File: config.mk
export PLATFORM = sky130hd
export DESIGN_NAME = script_token_scanner_flat
export DESIGN_NICKNAME = d
export VERILOG_FILES = /design/src/hw/rtl/stc_pkg.sv /design/src/hw/rtl/stc_if.sv /design/src/hw/rtl/stc_step.sv /design/src/hw/rtl/stc_out_buf.sv /design/src/hw/rtl/script_token_scanner.sv /design/src/flat_wrapper.sv
export SDC_FILE = /design/constraint.sdc
export NUM_CORES = 1
export LEC_CHECK = 0
export BUFFER_PORTS_ARGS = -buffer_cell sky130_fd_sc_hd__buf_2
export CORE_ASPECT_RATIO = 0.8
export CORE_MARGIN = 2
export CORE_UTILIZATION = 39
export DETAILED_ROUTE_END_ITERATION = 8
export GPL_TIMING_DRIVEN = 0
export SLEW_MARGIN = 20
export SYNTH_ARGS = -nofsm -noshare
export SYNTH_HDL_FRONTEND = slang
export SYNTH_SLANG_ARGS = --single-unit
File: constraint.sdc
create_clock -name clock -period 8.5 [get_ports clock]
set_clock_uncertainty 0.05 [all_clocks]
set_input_delay 0.425 -clock clock [delete_from_list [all_inputs] [get_ports clock]]
set_output_delay 0.425 -clock clock [all_outputs]
set_load 0.02 [all_outputs]
File: src/hw/rtl/stc_pkg.sv
// ----------------------------------------------------------------------------
// stc_pkg
// Types, constants and helper functions for the script token scanner.
// ----------------------------------------------------------------------------
`timescale 1ns / 1ps
`default_nettype none
package stc_pkg;

   localparam int OFF_W = 24;
   localparam int LINE_W = 24;
   localparam int KW_COUNT = 17;
   localparam int MAX_TOKENS = 3;

   localparam logic [OFF_W-1:0] OFF_MAX = {OFF_W{1'b1}};
   localparam logic [LINE_W-1:0] LINE_MAX = {LINE_W{1'b1}};

   typedef enum logic [3:0] {
      MODE_IDLE     = 4'd0,
      MODE_SLASH    = 4'd1,
      MODE_COMMENT  = 4'd2,
      MODE_IDENT    = 4'd3,
      MODE_NUMBER   = 4'd4,
      MODE_NUMDOT   = 4'd5,
      MODE_FRACTION = 4'd6,
      MODE_STRING   = 4'd7,
      MODE_OPERATOR = 4'd8
   } scan_mode_type;

   localparam logic [5:0] K_LPAREN     = 6'd0;
   localparam logic [5:0] K_RPAREN     = 6'd1;
   localparam logic [5:0] K_LBRACE     = 6'd2;
   localparam logic [5:0] K_RBRACE     = 6'd3;
   localparam logic [5:0] K_LBRACKET   = 6'd4;
   localparam logic [5:0] K_RBRACKET   = 6'd5;
   localparam logic [5:0] K_SEMICOLON  = 6'd6;
   localparam logic [5:0] K_COMMA      = 6'd7;
   localparam logic [5:0] K_DOT        = 6'd8;
   localparam logic [5:0] K_MINUS      = 6'd9;
   localparam logic [5:0] K_PLUS       = 6'd10;
   localparam logic [5:0] K_SLASH      = 6'd11;
   localparam logic [5:0] K_STAR       = 6'd12;
   localparam logic [5:0] K_OP_BASE    = 6'd13;
   localparam logic [5:0] K_IDENT      = 6'd21;
   localparam logic [5:0] K_STRING     = 6'd22;
   localparam logic [5:0] K_NUMBER     = 6'd23;
   localparam logic [5:0] K_KEYWORD    = 6'd24;
   localparam logic [5:0] K_ERR_CHAR   = 6'd41;
   localparam logic [5:0] K_ERR_STRING = 6'd42;
   localparam logic [5:0] K_EOF        = 6'd43;

   localparam logic [1:0] OP_BANG    = 2'd0;
   localparam logic [1:0] OP_EQUAL   = 2'd1;
   localparam logic [1:0] OP_GREATER = 2'd2;
   localparam logic [1:0] OP_LESS    = 2'd3;

   // keyword text, first character in the low byte
   localparam logic [47:0] KW_TEXT [KW_COUNT] = '{
      48'("dna"), 48'("ssalc"), 48'("tsnoc"), 48'("esle"), 48'("eslaf"),
      48'("rof"), 48'("nuf"), 48'("fi"), 48'("lin"), 48'("ro"),
      48'("tnirp"), 48'("nruter"), 48'("repus"), 48'("siht"), 48'("eurt"),
      48'("rav"), 48'("elihw")
   };
   localparam logic [2:0] KW_LEN [KW_COUNT] = '{
      3'd3, 3'd5, 3'd5, 3'd4, 3'd5, 3'd3, 3'd3, 3'd2, 3'd3, 3'd2,
      3'd5, 3'd6, 3'd5, 3'd4, 3'd4, 3'd3, 3'd5
   };

   typedef struct packed {
      logic [5:0]        kind;
      logic [OFF_W-1:0]  offset;
      logic [OFF_W-1:0]  length;
      logic [LINE_W-1:0] line;
   } token_type;

   typedef struct packed {
      token_type [MAX_TOKENS-1:0] tok;
      logic [1:0]                 count;
   } tok_bundle_type;

   function automatic logic is_alpha(input logic [7:0] c);
      return (c >= "a" && c <= "z") || (c >= "A" && c <= "Z") || c == "_";
   endfunction

   function automatic logic is_digit(input logic [7:0] c);
      return c >= "0" && c <= "9";
   endfunction

   function automatic logic [5:0] ident_kind(input logic [47:0] prefix,
                                             input logic [OFF_W-1:0] len);
      logic [5:0]  kind;
      logic [47:0] mask;
      kind = K_IDENT;
      if (len >= OFF_W'(2) && len <= OFF_W'(6)) begin
         for (int k = KW_COUNT - 1; k >= 0; k--) begin
            mask = ~(48'hFFFF_FFFF_FFFF << (8 * KW_LEN[k]));
            if (len[2:0] == KW_LEN[k] && (prefix & mask) == KW_TEXT[k])
               kind = K_KEYWORD + 6'(k);
         end
      end
      return kind;
   endfunction

endpackage
`default_nettype wire

File: src/hw/rtl/stc_if.sv
// ----------------------------------------------------------------------------
// stc_req_if / stc_rsp_if
// Valid/ready channels for source bytes and scanned tokens.
// ----------------------------------------------------------------------------
`timescale 1ns / 1ps
`default_nettype none
interface stc_req_if;
   logic       valid;
   logic       ready;
   logic [7:0] source_byte;
   modport source (output valid, output source_byte, input ready);
   modport sink (input valid, input source_byte, output ready);
endinterface

interface stc_rsp_if;
   logic                       valid;
   logic                       ready;
   logic [5:0]                 token_kind;
   logic [stc_pkg::OFF_W-1:0]  token_offset;
   logic [stc_pkg::OFF_W-1:0]  token_length;
   logic [stc_pkg::LINE_W-1:0] token_line;
   logic                       last_in_run;
   modport source (output valid, output token_kind, output token_offset,
                   output token_length, output token_line, output last_in_run,
                   input ready);
   modport sink (input valid, input token_kind, input token_offset,
                 input token_length, input token_line, input last_in_run,
                 output ready);
endinterface
`default_nettype wire

File: src/hw/rtl/stc_step.sv
// ----------------------------------------------------------------------------
// stc_step
// Scan state registers and the per-byte next-state and token logic.
// ----------------------------------------------------------------------------
`timescale 1ns / 1ps
`default_nettype none
module stc_step (
   input  wire logic                    clock,
   input  wire logic                    reset,
   input  wire logic                    accept,
   input  wire logic [7:0]              source_byte,
   output stc_pkg::tok_bundle_type      bundle
);
   import stc_pkg::*;

   scan_mode_type     mode_ff, mode_in;
   logic [1:0]        pend_ff, pend_in;
   logic [OFF_W-1:0]  start_ff, start_in;
   logic [OFF_W-1:0]  read_ff, read_in;
   logic [LINE_W-1:0] line_ff, line_in;
   logic [47:0]       prefix_ff, prefix_in;

   logic [OFF_W-1:0]  p_inc;
   logic [OFF_W-1:0]  len_p;
   logic [OFF_W-1:0]  len_inc;
   logic [LINE_W-1:0] line_up;
   logic [5:0]        op_kind;
   logic              done;
   logic [1:0]        cnt;
   token_type [MAX_TOKENS-1:0] tok;

   function automatic token_type mk(input logic [5:0] kind,
                                    input logic [OFF_W-1:0] off,
                                    input logic [OFF_W-1:0] len,
                                    input logic [LINE_W-1:0] line);
      token_type t;
      t.kind = kind;
      t.offset = off;
      t.length = len;
      t.line = line;
      return t;
   endfunction

   assign p_inc   = (read_ff == OFF_MAX) ? read_ff : read_ff + OFF_W'(1);
   assign len_p   = (read_ff >= start_ff) ? read_ff - start_ff : '0;
   assign len_inc = (p_inc >= start_ff) ? p_inc - start_ff : '0;
   assign line_up = (line_ff == LINE_MAX) ? line_ff : line_ff + LINE_W'(1);
   assign op_kind = K_OP_BASE + {3'd0, pend_ff, 1'b0};

   always_comb begin
      mode_in = mode_ff;
      pend_in = pend_ff;
      start_in = start_ff;
      read_in = read_ff;
      line_in = line_ff;
      prefix_in = prefix_ff;
      done = 1'b0;
      cnt = 2'd0;
      tok = '0;

      case (mode_ff)
         MODE_SLASH: begin
            if (source_byte == "/") begin
               mode_in = MODE_COMMENT;
               done = 1'b1;
            end else begin
               tok[cnt] = mk(K_SLASH, start_ff, len_p, line_ff);
               cnt = cnt + 2'd1;
            end
         end
         MODE_COMMENT: begin
            done = source_byte != "\n" && source_byte != 8'd0;
         end
         MODE_IDENT: begin
            if (is_alpha(source_byte) || is_digit(source_byte)) begin
               if (len_p < OFF_W'(6))
                  prefix_in[8*len_p[2:0] +: 8] = source_byte;
               done = 1'b1;
            end else begin
               tok[cnt] = mk(ident_kind(prefix_ff, len_p), start_ff, len_p, line_ff);
               cnt = cnt + 2'd1;
            end
         end
         MODE_NUMBER: begin
            if (is_digit(source_byte)) begin
               done = 1'b1;
            end else if (source_byte == ".") begin
               mode_in = MODE_NUMDOT;
               done = 1'b1;
            end else begin
               tok[cnt] = mk(K_NUMBER, start_ff, len_p, line_ff);
               cnt = cnt + 2'd1;
            end
         end
         MODE_NUMDOT: begin
            if (is_digit(source_byte)) begin
               mode_in = MODE_FRACTION;
               done = 1'b1;
            end else begin
               // number without the dot, then the dot on its own
               tok[0] = mk(K_NUMBER, start_ff,
                           (len_p != '0) ? len_p - OFF_W'(1) : '0, line_ff);
               tok[1] = mk(K_DOT, (read_ff != '0) ? read_ff - OFF_W'(1) : '0,
                           OFF_W'(1), line_ff);
               cnt = 2'd2;
            end
         end
         MODE_FRACTION: begin
            if (is_digit(source_byte)) begin
               done = 1'b1;
            end else begin
               tok[cnt] = mk(K_NUMBER, start_ff, len_p, line_ff);
               cnt = cnt + 2'd1;
            end
         end
         MODE_STRING: begin
            if (source_byte == "\"") begin
               tok[cnt] = mk(K_STRING, start_ff, len_inc, line_ff);
               cnt = cnt + 2'd1;
               mode_in = MODE_IDLE;
               done = 1'b1;
            end else if (source_byte == "\n") begin
               line_in = line_up;
               done = 1'b1;
            end else if (source_byte == 8'd0) begin
               tok[cnt] = mk(K_ERR_STRING, start_ff, len_p, line_ff);
               cnt = cnt + 2'd1;
            end else begin
               done = 1'b1;
            end
         end
         MODE_OPERATOR: begin
            if (source_byte == "=") begin
               tok[cnt] = mk(op_kind + 6'd1, start_ff, len_inc, line_ff);
               cnt = cnt + 2'd1;
               mode_in = MODE_IDLE;
               done = 1'b1;
            end else begin
               tok[cnt] = mk(op_kind, start_ff, len_p, line_ff);
               cnt = cnt + 2'd1;
            end
         end
         default: ;
      endcase

      if (!done) begin
         mode_in = MODE_IDLE;
         start_in = read_ff;
         case (source_byte)
            " ", "\r", "\t": ;
            "\n": line_in = line_up;
            "/": mode_in = MODE_SLASH;
            "\"": mode_in = MODE_STRING;
            "!": begin pend_in = OP_BANG;    mode_in = MODE_OPERATOR; end
            "=": begin pend_in = OP_EQUAL;   mode_in = MODE_OPERATOR; end
            ">": begin pend_in = OP_GREATER; mode_in = MODE_OPERATOR; end
            "<": begin pend_in = OP_LESS;    mode_in = MODE_OPERATOR; end
            "(": begin tok[cnt] = mk(K_LPAREN, read_ff, OFF_W'(1), line_ff); cnt++; end
            ")": begin tok[cnt] = mk(K_RPAREN, read_ff, OFF_W'(1), line_ff); cnt++; end
            "{": begin tok[cnt] = mk(K_LBRACE, read_ff, OFF_W'(1), line_ff); cnt++; end
            "}": begin tok[cnt] = mk(K_RBRACE, read_ff, OFF_W'(1), line_ff); cnt++; end
            "[": begin tok[cnt] = mk(K_LBRACKET, read_ff, OFF_W'(1), line_ff); cnt++; end
            "]": begin tok[cnt] = mk(K_RBRACKET, read_ff, OFF_W'(1), line_ff); cnt++; end
            ";": begin tok[cnt] = mk(K_SEMICOLON, read_ff, OFF_W'(1), line_ff); cnt++; end
            ",": begin tok[cnt] = mk(K_COMMA, read_ff, OFF_W'(1), line_ff); cnt++; end
            ".": begin tok[cnt] = mk(K_DOT, read_ff, OFF_W'(1), line_ff); cnt++; end
            "-": begin tok[cnt] = mk(K_MINUS, read_ff, OFF_W'(1), line_ff); cnt++; end
            "+": begin tok[cnt] = mk(K_PLUS, read_ff, OFF_W'(1), line_ff); cnt++; end
            "*": begin tok[cnt] = mk(K_STAR, read_ff, OFF_W'(1), line_ff); cnt++; end
            8'd0: begin
               // end of source: report, then rewind for the next source
               tok[cnt] = mk(K_EOF, read_ff, '0, line_ff);
               cnt = cnt + 2'd1;
               start_in = '0;
               read_in = '0;
               line_in = LINE_W'(1);
               prefix_in = '0;
               pend_in = OP_BANG;
            end
            default: begin
               if (is_alpha(source_byte)) begin
                  mode_in = MODE_IDENT;
                  prefix_in = {40'd0, source_byte};
               end else if (is_digit(source_byte)) begin
                  mode_in = MODE_NUMBER;
               end else begin
                  tok[cnt] = mk(K_ERR_CHAR, read_ff, OFF_W'(1), line_ff);
                  cnt = cnt + 2'd1;
               end
            end
         endcase
      end

      if (source_byte != 8'd0)
         read_in = p_inc;
   end

   assign bundle.tok = tok;
   assign bundle.count = cnt;

   always_ff @(posedge clock) begin
      if (reset) begin
         mode_ff <= MODE_IDLE;
         pend_ff <= OP_BANG;
         start_ff <= '0;
         read_ff <= '0;
         line_ff <= LINE_W'(1);
         prefix_ff <= '0;
      end else if (accept) begin
         mode_ff <= mode_in;
         pend_ff <= pend_in;
         start_ff <= start_in;
         read_ff <= read_in;
         line_ff <= line_in;
         prefix_ff <= prefix_in;
      end
   end

endmodule
`default_nettype wire

File: src/hw/rtl/stc_out_buf.sv
// ----------------------------------------------------------------------------
// stc_out_buf
// Holds the tokens of one source byte and hands them out one per ready cycle.
// ----------------------------------------------------------------------------
`timescale 1ns / 1ps
`default_nettype none
module stc_out_buf (
   input  wire logic                     clock,
   input  wire logic                     reset,
   input  wire logic                     load,
   input  wire stc_pkg::tok_bundle_type  bundle,
   output logic                          can_load,
   stc_rsp_if.source                     rsp
);
   import stc_pkg::*;

   token_type [MAX_TOKENS-1:0] tok_ff;
   logic [1:0]                 count_ff;
   logic [1:0]                 head_ff;
   logic                       rsp_fire;
   logic                       last;

   assign last = (head_ff + 2'd1) == count_ff;
   assign rsp.valid = head_ff != count_ff;
   assign rsp_fire = rsp.valid && rsp.ready;
   // free when empty, or when the final token leaves this cycle
   assign can_load = !rsp.valid || (rsp_fire && last);

   assign rsp.token_kind = tok_ff[head_ff].kind;
   assign rsp.token_offset = tok_ff[head_ff].offset;
   assign rsp.token_length = tok_ff[head_ff].length;
   assign rsp.token_line = tok_ff[head_ff].line;
   assign rsp.last_in_run = last;

   always_ff @(posedge clock) begin
      if (reset) begin
         count_ff <= 2'd0;
         head_ff <= 2'd0;
      end else if (load) begin
         count_ff <= bundle.count;
         head_ff <= 2'd0;
      end else if (rsp_fire) begin
         head_ff <= head_ff + 2'd1;
      end
   end

   always_ff @(posedge clock) begin
      if (load)
         tok_ff <= bundle.tok;
   end

   a_head_bound: assert property (@(posedge clock) disable iff (reset)
      head_ff <= count_ff) else $error("token head beyond count");
   a_load_free: assert property (@(posedge clock) disable iff (reset)
      load |-> (head_ff == count_ff) || (rsp_fire && last))
      else $error("request taken over pending tokens");
   a_run_continues: assert property (@(posedge clock) disable iff (reset)
      rsp_fire && !last |=> rsp.valid) else $error("token run broken");
   a_count_bound: assert property (@(posedge clock) disable iff (reset)
      count_ff <= 2'(MAX_TOKENS)) else $error("token count too large");

endmodule
`default_nettype wire

File: src/hw/rtl/script_token_scanner.sv
// ----------------------------------------------------------------------------
// script_token_scanner
// Byte-serial lexer emitting tokens as kind, offset, length and line.
// ----------------------------------------------------------------------------
// At most one source byte is taken per cycle; a byte that completes tokens
// yields one to three, delivered from an output buffer one per ready cycle,
// with last_in_run marking the final token of that byte. A new byte is taken
// in the same cycle that the buffer's last token leaves, so bytes yielding at
// most one token each run at one byte per clock with a ready receiver. Byte 0
// ends the source, emits the end token and rewinds offset and line count.
`timescale 1ns / 1ps
`default_nettype none
module script_token_scanner (
   input  wire logic  clock,
   input  wire logic  reset,
   stc_req_if.sink    req_ch,
   stc_rsp_if.source  rsp_ch
);
   import stc_pkg::*;

   tok_bundle_type bundle;
   logic           can_load;
   logic           req_fire;

   assign req_ch.ready = can_load;
   assign req_fire = req_ch.valid && can_load;

   stc_step u_step (
      .clock       (clock),
      .reset       (reset),
      .accept      (req_fire),
      .source_byte (req_ch.source_byte),
      .bundle      (bundle)
   );

   stc_out_buf u_out_buf (
      .clock    (clock),
      .reset    (reset),
      .load     (req_fire),
      .bundle   (bundle),
      .can_load (can_load),
      .rsp      (rsp_ch)
   );

endmodule
`default_nettype wire
File: src/flat_wrapper.sv
// flat-port wrapper written by rule: the top's interface ports become plain ports
module script_token_scanner_flat import stc_pkg::*;
  (clock, reset, req_ch_valid, req_ch_source_byte, req_ch_ready, rsp_ch_valid, rsp_ch_token_kind, rsp_ch_token_offset, rsp_ch_token_length, rsp_ch_token_line, rsp_ch_last_in_run, rsp_ch_ready);
  stc_req_if req_ch_i ();
  stc_rsp_if rsp_ch_i ();
  input  wire logic clock;
  input  wire logic reset;
  input wire logic [$bits(req_ch_i.valid)-1:0] req_ch_valid;
  input wire logic [$bits(req_ch_i.source_byte)-1:0] req_ch_source_byte;
  output wire logic [$bits(req_ch_i.ready)-1:0] req_ch_ready;
  output wire logic [$bits(rsp_ch_i.valid)-1:0] rsp_ch_valid;
  output wire logic [$bits(rsp_ch_i.token_kind)-1:0] rsp_ch_token_kind;
  output wire logic [$bits(rsp_ch_i.token_offset)-1:0] rsp_ch_token_offset;
  output wire logic [$bits(rsp_ch_i.token_length)-1:0] rsp_ch_token_length;
  output wire logic [$bits(rsp_ch_i.token_line)-1:0] rsp_ch_token_line;
  output wire logic [$bits(rsp_ch_i.last_in_run)-1:0] rsp_ch_last_in_run;
  input wire logic [$bits(rsp_ch_i.ready)-1:0] rsp_ch_ready;
  assign req_ch_i.valid = req_ch_valid;
  assign req_ch_i.source_byte = req_ch_source_byte;
  assign req_ch_ready = req_ch_i.ready;
  assign rsp_ch_valid = rsp_ch_i.valid;
  assign rsp_ch_token_kind = rsp_ch_i.token_kind;
  assign rsp_ch_token_offset = rsp_ch_i.token_offset;
  assign rsp_ch_token_length = rsp_ch_i.token_length;
  assign rsp_ch_token_line = rsp_ch_i.token_line;
  assign rsp_ch_last_in_run = rsp_ch_i.last_in_run;
  assign rsp_ch_i.ready = rsp_ch_ready;
  script_token_scanner u_core (.clock(clock), .reset(reset), .req_ch(req_ch_i), .rsp_ch(rsp_ch_i));
endmodule
**Word-level counts from Yosys, hierarchy flattened**

Index checks and enable logic that the tools add are counted.

- Logic and storage cells: 271
- Output and inout port bits: 81
- Input bits: 12
- Register bits after elaboration: 364

- Muxes and demuxes: 109
- $add $sub $neg: 11
- $lt $le $gt $ge: 14
- Shift operators: 2
- Reduce and logical (&&, ||, !) cells: 48
- Equality and inequality tests: 66
- Bitwise gates (word level): 1

Operators with widths:

| kind | count |
|---|---|
| bitwise mux 234 bit | 14 |
| case mux 234 bit (14 select lines) | 1 |
| 2-to-1 mux 78 bit | 8 |
| case mux 78 bit (7 select lines) | 1 |
| 2-to-1 mux 234 bit | 2 |
| 2-to-1 mux 24 bit | 13 |
| equality test 40 x 39 -> 1 bit, second input constant | 6 |
| 2-to-1 mux 48 bit | 5 |
| 2-to-1 mux 77 bit | 3 |
| binary-select mux 78 bit (select 2 bit) | 1 |
| demux 78 bit (select 2 bit) | 1 |
| 2-to-1 mux 156 bit | 1 |
| 2-to-1 mux 154 bit | 1 |
| equality test 24 x 23 -> 1 bit, second input constant | 5 |
| equality test 8 x 6 -> 1 bit, second input constant | 15 |
| 2-to-1 mux 6 bit | 18 |
| equality test 32 x 31 -> 1 bit, second input constant | 3 |
| case mux 48 bit (2 select lines) | 1 |
| 2-to-1 mux 76 bit | 1 |
| adder 24 x 1 -> 24 bit, second input constant | 2 |
| bitwise mux 48 bit | 1 |
| equality test 24 bit, second input constant | 2 |
| equality test 48 x 47 -> 1 bit, second input constant | 1 |
| equality test 8 x 7 -> 1 bit, second input constant | 6 |
| other kinds (60) | 139 |

**Logic depth before layout (Yosys ltp)**

- Depth after elaboration: 29
- Mapped depth: 22
- Gate-level depth less buffers: 20

**Cells and area by module**

From an unflattened synthesis, not the netlist that was laid out.

- Cell total of the unflattened synthesis: 2,644
- Area total of the unflattened synthesis: 23,455.0 um^2

Modules (own cells, without submodules):

| module | cells each | seq. area each (um^2) | times used | area each (um^2) |
|---|---|---|---|---|
| stc_step | 2,120 | 2,522.4 | 1 | 14,567.7 |
| stc_out_buf | 523 | 7,106.8 | 1 | 8,881.0 |
| script_token_scanner | 1 | 0.0 | 1 | 6.3 |

**Worst setup path after synthesis**

No wires, ideal clock.

- Path kind: register to register
- From: register u_core.u_out_buf.head_ff[1]
- To: register u_core.u_step.read_ff[0]
- Slack: 0.390 ns
- Buffers on the path: 2
- Period minus slack after synthesis: 8.110 ns
- Setup time: 0.128 ns
- Stages on the path, launching flop included: 12
- Data arrival time: 7.932 ns
- Data required time: 8.322 ns
- Cells stage by stage: dfxtp_1 xnor2_1 mux2i_1 nand2_1 nand2_1 nand2_1 inv_1 clkbuf_1 clkbuf_1 o21ai_0 a21oi_1 nor2_1

- Longest elaborated chain between the ends: 6
- Elaborated cells on any way between the ends: 9
- Classes of those cells: add/sub (1); eq/ne (2); reduce/logical (6)

Ends and longest elaborated chain:

| element | RTL line | RTL |
|---|---|---|
| start: declaration | stc_out_buf.sv:19 | `logic [1:0] head_ff;` |
| start signal: assignment | stc_out_buf.sv:43 | `head_ff <= head_ff + 2'd1;` |
| adder 2 x 1 -> 2 bit | stc_out_buf.sv:23 | `assign last = (head_ff + 2'd1) == count_ff;` |
| equality test 2 bit | stc_out_buf.sv:23 |  |
| named net rsp_ch_last_in_run | flat_wrapper.sv:16 | `output wire logic [$bits(rsp_ch_i.last_in_run)-1:0] rsp_ch_last_in_run;` |
| logical AND 1 bit | stc_out_buf.sv:27 | `assign can_load = !rsp.valid \|\| (rsp_fire && last);` |
| logical OR 1 bit | stc_out_buf.sv:27 |  |
| named net req_ch_ready | flat_wrapper.sv:10 | `output wire logic [$bits(req_ch_i.ready)-1:0] req_ch_ready;` |
| logical AND 1 bit | script_token_scanner.sv:26 | `assign req_fire = req_ch.valid && can_load;` |
| named net u_core.req_fire | script_token_scanner.sv:23 | `logic req_fire;` |
| AND reduction 2 bit (no line) | n/a |  |
| end signal: assignment | stc_step.sv:213 | `read_ff <= read_in;` |
| end: declaration | stc_step.sv:19 | `logic [OFF_W-1:0] read_ff, read_in;` |

The timed path passes the listed nets, and every way through them passes these cells.
A chain may end at the register's enable or synchronous reset.

==> out/metrics.csv <==
metric;value;unit
worst-endpoint-arrival;6800;ps
cts.repair_timing.setup_buffer_count;0;
clk_transition_reported_paths;70;ps
preCtsSetupSlack;2240;ps
timing.final.crit_share;76.5;%
drt_iter0_drc;2663;
root_buffer_master;clkbuf_16;
fmax;154;MHz
drt_first_pass_iters;8;
worstSetupStartpointType;flip-flop;
fin_nets;2688;
setup_slack_after_layout;2000;ps
floorplan.die.width;264;um
report.final.hold_viol_count;0;
ctsLongestPathBuffers;3;
first_global_vias;18600;
tritoncts;built;
finalWeightedCongestion;0.965;
grt_overflow;0;
min_path_cells;4;
first_pass_grt_wire_length;115000;um
drive_gt1_share;8.52;%
synthesis.nets;2556;
top_routing_layer_in_use;met4;
height_of_the_chip;212;um
clk-insertion-delay-late;570;ps
pin_count;93;
timing.slew.headroom;18.7;%
vias_per_cell;6.09;
worst-slew-pin-transition;1210;ps
vias;20400;
totalWireLength;76600;um
ys_ff_latch;316;
synthToLayoutAreaGrowth;12.7;%
path_max_fanout;10;
finalSetupViolations;0;
power_density;286;nW/um^2
drt-wirelength-per-cell;22.9;um
numCtsBuffers;36;
max-cap-violations;0;
mappedNetlistArea;21000;um^2
tns;0;ps
pin_count_of_the_biggest_net_entering_global_routing;59;
start_util;39.3;%
r2r_cells;18;
run_status;finished clean;
timing.final.max_slew_violations;0;
hold_ws;192;ps
rsz0062_at_grt;false;
syn-instance-count;2480;
post_cts_hold_buffer_count;0;
final_critical_path_time_including_i_o_delays_and_setup;6500;ps
holdCritPathClass;input pin to flip-flop;
p_leak;8.76;nW
drcViolationCount;0;
dp_hpwl;57900;um
synth_edf_count;186;
wire_length_on_met3;6560;um
overall_global_routing_resource_usage;26.7;%
timing.rr.start;u_core.u_step.read_ff[23];
async_reset_ff_share;0;%
cts_h_tree_depth;2;
regToRegSetupSlack;2000;ps
core-area;53500;um^2
cts_sinks;316;
synth-seq-area-share;39.0;%
grt_antenna_before_repair;4;
postCtsResizedCells;0;
port-buffer-count;90;
dpl.cell_count;3276;
synthFlopType;edfxtp_1;
end_kind;flip-flop;
final_cells;3343;
r2r_end;u_core.u_out_buf.tok_ff[27];
critPathRequiredTime;8800;ps
postSynthAreaPerCell;8.47;um^2
peakVddDrop;148;uV
route.met2.wl;32100;um
post_synth_num_cell_types;107;
min_delay_worst_endpoint;u_core.u_out_buf.head_ff[0];
post-route-util;44.2;%
crit_type;flip-flop to flip-flop;
antenna_violating_nets_remaining;0;
num_rows;76;
hp-start;rsp_ch_ready;
drt-met1-wl;35800;um
die_area;55800;um^2
yosysWarningCount;0;
-- synthesized netlist by cell type, types with 20 or more instances --
| cell type | number | share of area, % |
|---|---|---|
| nand3_1 | 86 | 2.0 |
| o21ai_0 | 169 | 4.0 |
| edfxtp_1 | 186 | 27 |
| nand2_1 | 298 | 5.3 |
| a21o_1 | 27 | 0.96 |
| mux2i_1 | 66 | 3.1 |
| a31oi_1 | 23 | 0.68 |
| a22oi_1 | 51 | 1.8 |
| clkbuf_1 | 138 | 2.5 |
| or3_1 | 20 | 0.60 |
| dfxtp_1 | 130 | 12 |
| inv_1 | 71 | 1.3 |
| and2_1 | 129 | 3.8 |
| xnor2_1 | 49 | 2.0 |
| nor4_1 | 23 | 0.68 |
| xor2_1 | 39 | 1.6 |
| nor3_1 | 69 | 1.6 |
| o22ai_1 | 22 | 0.65 |
| nand4_1 | 26 | 0.77 |
| o2bb2ai_1 | 21 | 0.88 |
| nor2_1 | 235 | 4.2 |
| nand2b_1 | 25 | 0.74 |
| a21oi_1 | 159 | 3.8 |
| and3_1 | 29 | 0.86 |
| ha_1 | 62 | 3.7 |
-- worst max-delay path, stage by stage (launching register included) --
cell,delay [ps]
dfxtp_1,390
clkbuf_1,460
nand4_1,330
or4_1,730
and4_1,320
and3_1,250
and3_1,200
clkbuf_1,180
nand3_1,210
xnor2_1,110
ha_1,420
nand2_1,120
nor2_1,220
o2111ai_1,200
a311o_1,390
a211oi_1,750
clkbuf_1,470
a22oi_1,140
a21oi_1,320
-- routing by layer --
layer  track usage, %  vias to the layer above
li1                 -                     9364
met1             40.5                     9866
met2             38.8                      997
met3             3.65                      124
met4             8.61                        0
met5                0                        -
-- worst max-delay path by stage --
stage | endpoint | start | cells after the start
after global routing | u_core.u_out_buf.tok_ff[28] | u_core.u_step.read_ff[23] | 18
after global placement | u_core.u_out_buf.count_ff[1] | u_core.u_out_buf.head_ff[1] | 10
after detailed placement | u_core.u_out_buf.tok_ff[28] | u_core.u_step.read_ff[23] | 18
final | u_core.u_out_buf.tok_ff[27] | u_core.u_step.read_ff[23] | 18
after floorplan | u_core.u_step.read_ff[0] | u_core.u_out_buf.head_ff[1] | 11
after CTS | u_core.u_out_buf.tok_ff[28] | u_core.u_step.read_ff[23] | 18
-- state kept, by name, summed over array words and instances, names as in the netlist --
signal,cells
u_core.u_out_buf.head_ff,2
u_core.u_out_buf.tok_ff,186
u_core.u_out_buf.count_ff,2
u_core.u_step.line_ff,24
u_core.u_step.start_ff,24
u_core.u_step.mode_ff,4
u_core.u_step.read_ff,24
u_core.u_step.prefix_ff,48
u_core.u_step.pend_ff,2
-- area by class of cell --
class                   count  area [um^2]
flip-flops and latches    316         8190
fillers                  5282        29900
multi-input cells        1929        11900
repair buffers             94          538
diodes                      1         2.50
clock inverters            20          259
plain buffers             163          651
clock buffers              46          978
well taps                 702          878
inverters                  72          270
-- power by group --
group	leakage, nW	switching, mW	internal [mW]
Clock	0.612	0.682	0.978
Combinational	5.23	2.17	0.870
Sequential	2.92	0.0872	1.98
Total	8.76	2.94	3.83
-- layout by cell type, fill, tap and decap left out, types with 12 or more instances in the layout --
| master | synthesis | layout |
|---|---|---|
| a21o_1 | 27 | 27 |
| nor2b_1 | 15 | 15 |
| o21ai_0 | 169 | 169 |
| nand3_1 | 86 | 86 |
| edfxtp_1 | 186 | 186 |
| a31oi_1 | 23 | 23 |
| nor2_1 | 235 | 235 |
| o2bb2ai_1 | 21 | 21 |
| o22ai_1 | 22 | 22 |
| clkbuf_16 | 0 | 36 |
| nand2_1 | 298 | 298 |
| clkbuf_1 | 138 | 143 |
| and2_1 | 129 | 129 |
| ha_1 | 62 | 62 |
| and3_1 | 29 | 29 |
| mux2i_1 | 66 | 66 |
| xnor2_1 | 49 | 49 |
| xor2_1 | 39 | 39 |
| dfxtp_1 | 130 | 130 |
| a22o_1 | 14 | 14 |
| nand4_1 | 26 | 26 |
| inv_1 | 71 | 71 |
| a211oi_1 | 14 | 14 |
| a22oi_1 | 51 | 51 |
| nand2b_1 | 25 | 25 |
| nor4_1 | 23 | 23 |
| or3_1 | 20 | 20 |
| buf_2 | 13 | 104 |
| or4_1 | 18 | 18 |
| o211ai_1 | 12 | 12 |
| o21a_1 | 12 | 12 |
| a21oi_1 | 159 | 159 |
| nor3_1 | 69 | 69 |
-- metrics by stage --
stage | total power, mW | area (um^2)
after floorplan | 4.10 | 21000
after global placement | 5.10 | 22300
after detailed placement | 5.05 | 22400
after CTS | 6.72 | 23700
after global routing | 7.07 | 23700
final | 6.77 | 23700
-- cells by family (layout without fill, tap and decap cells) --
logic type,after synthesis,in the layout,share of synthesized area (%)
AO/OA/AOI/OAI,648,648,20.2
AND/OR/NAND/NOR,1062,1062,25.7
other,0,1,0
buffers and inverters,235,395,4.36
adder cells (fa/ha/maj),64,64,3.88
multiplexers,67,67,3.20
flip-flops,316,316,39.0
XOR/XNOR,88,88,3.67
Note: power is estimated with default switching activity, not from simulation.
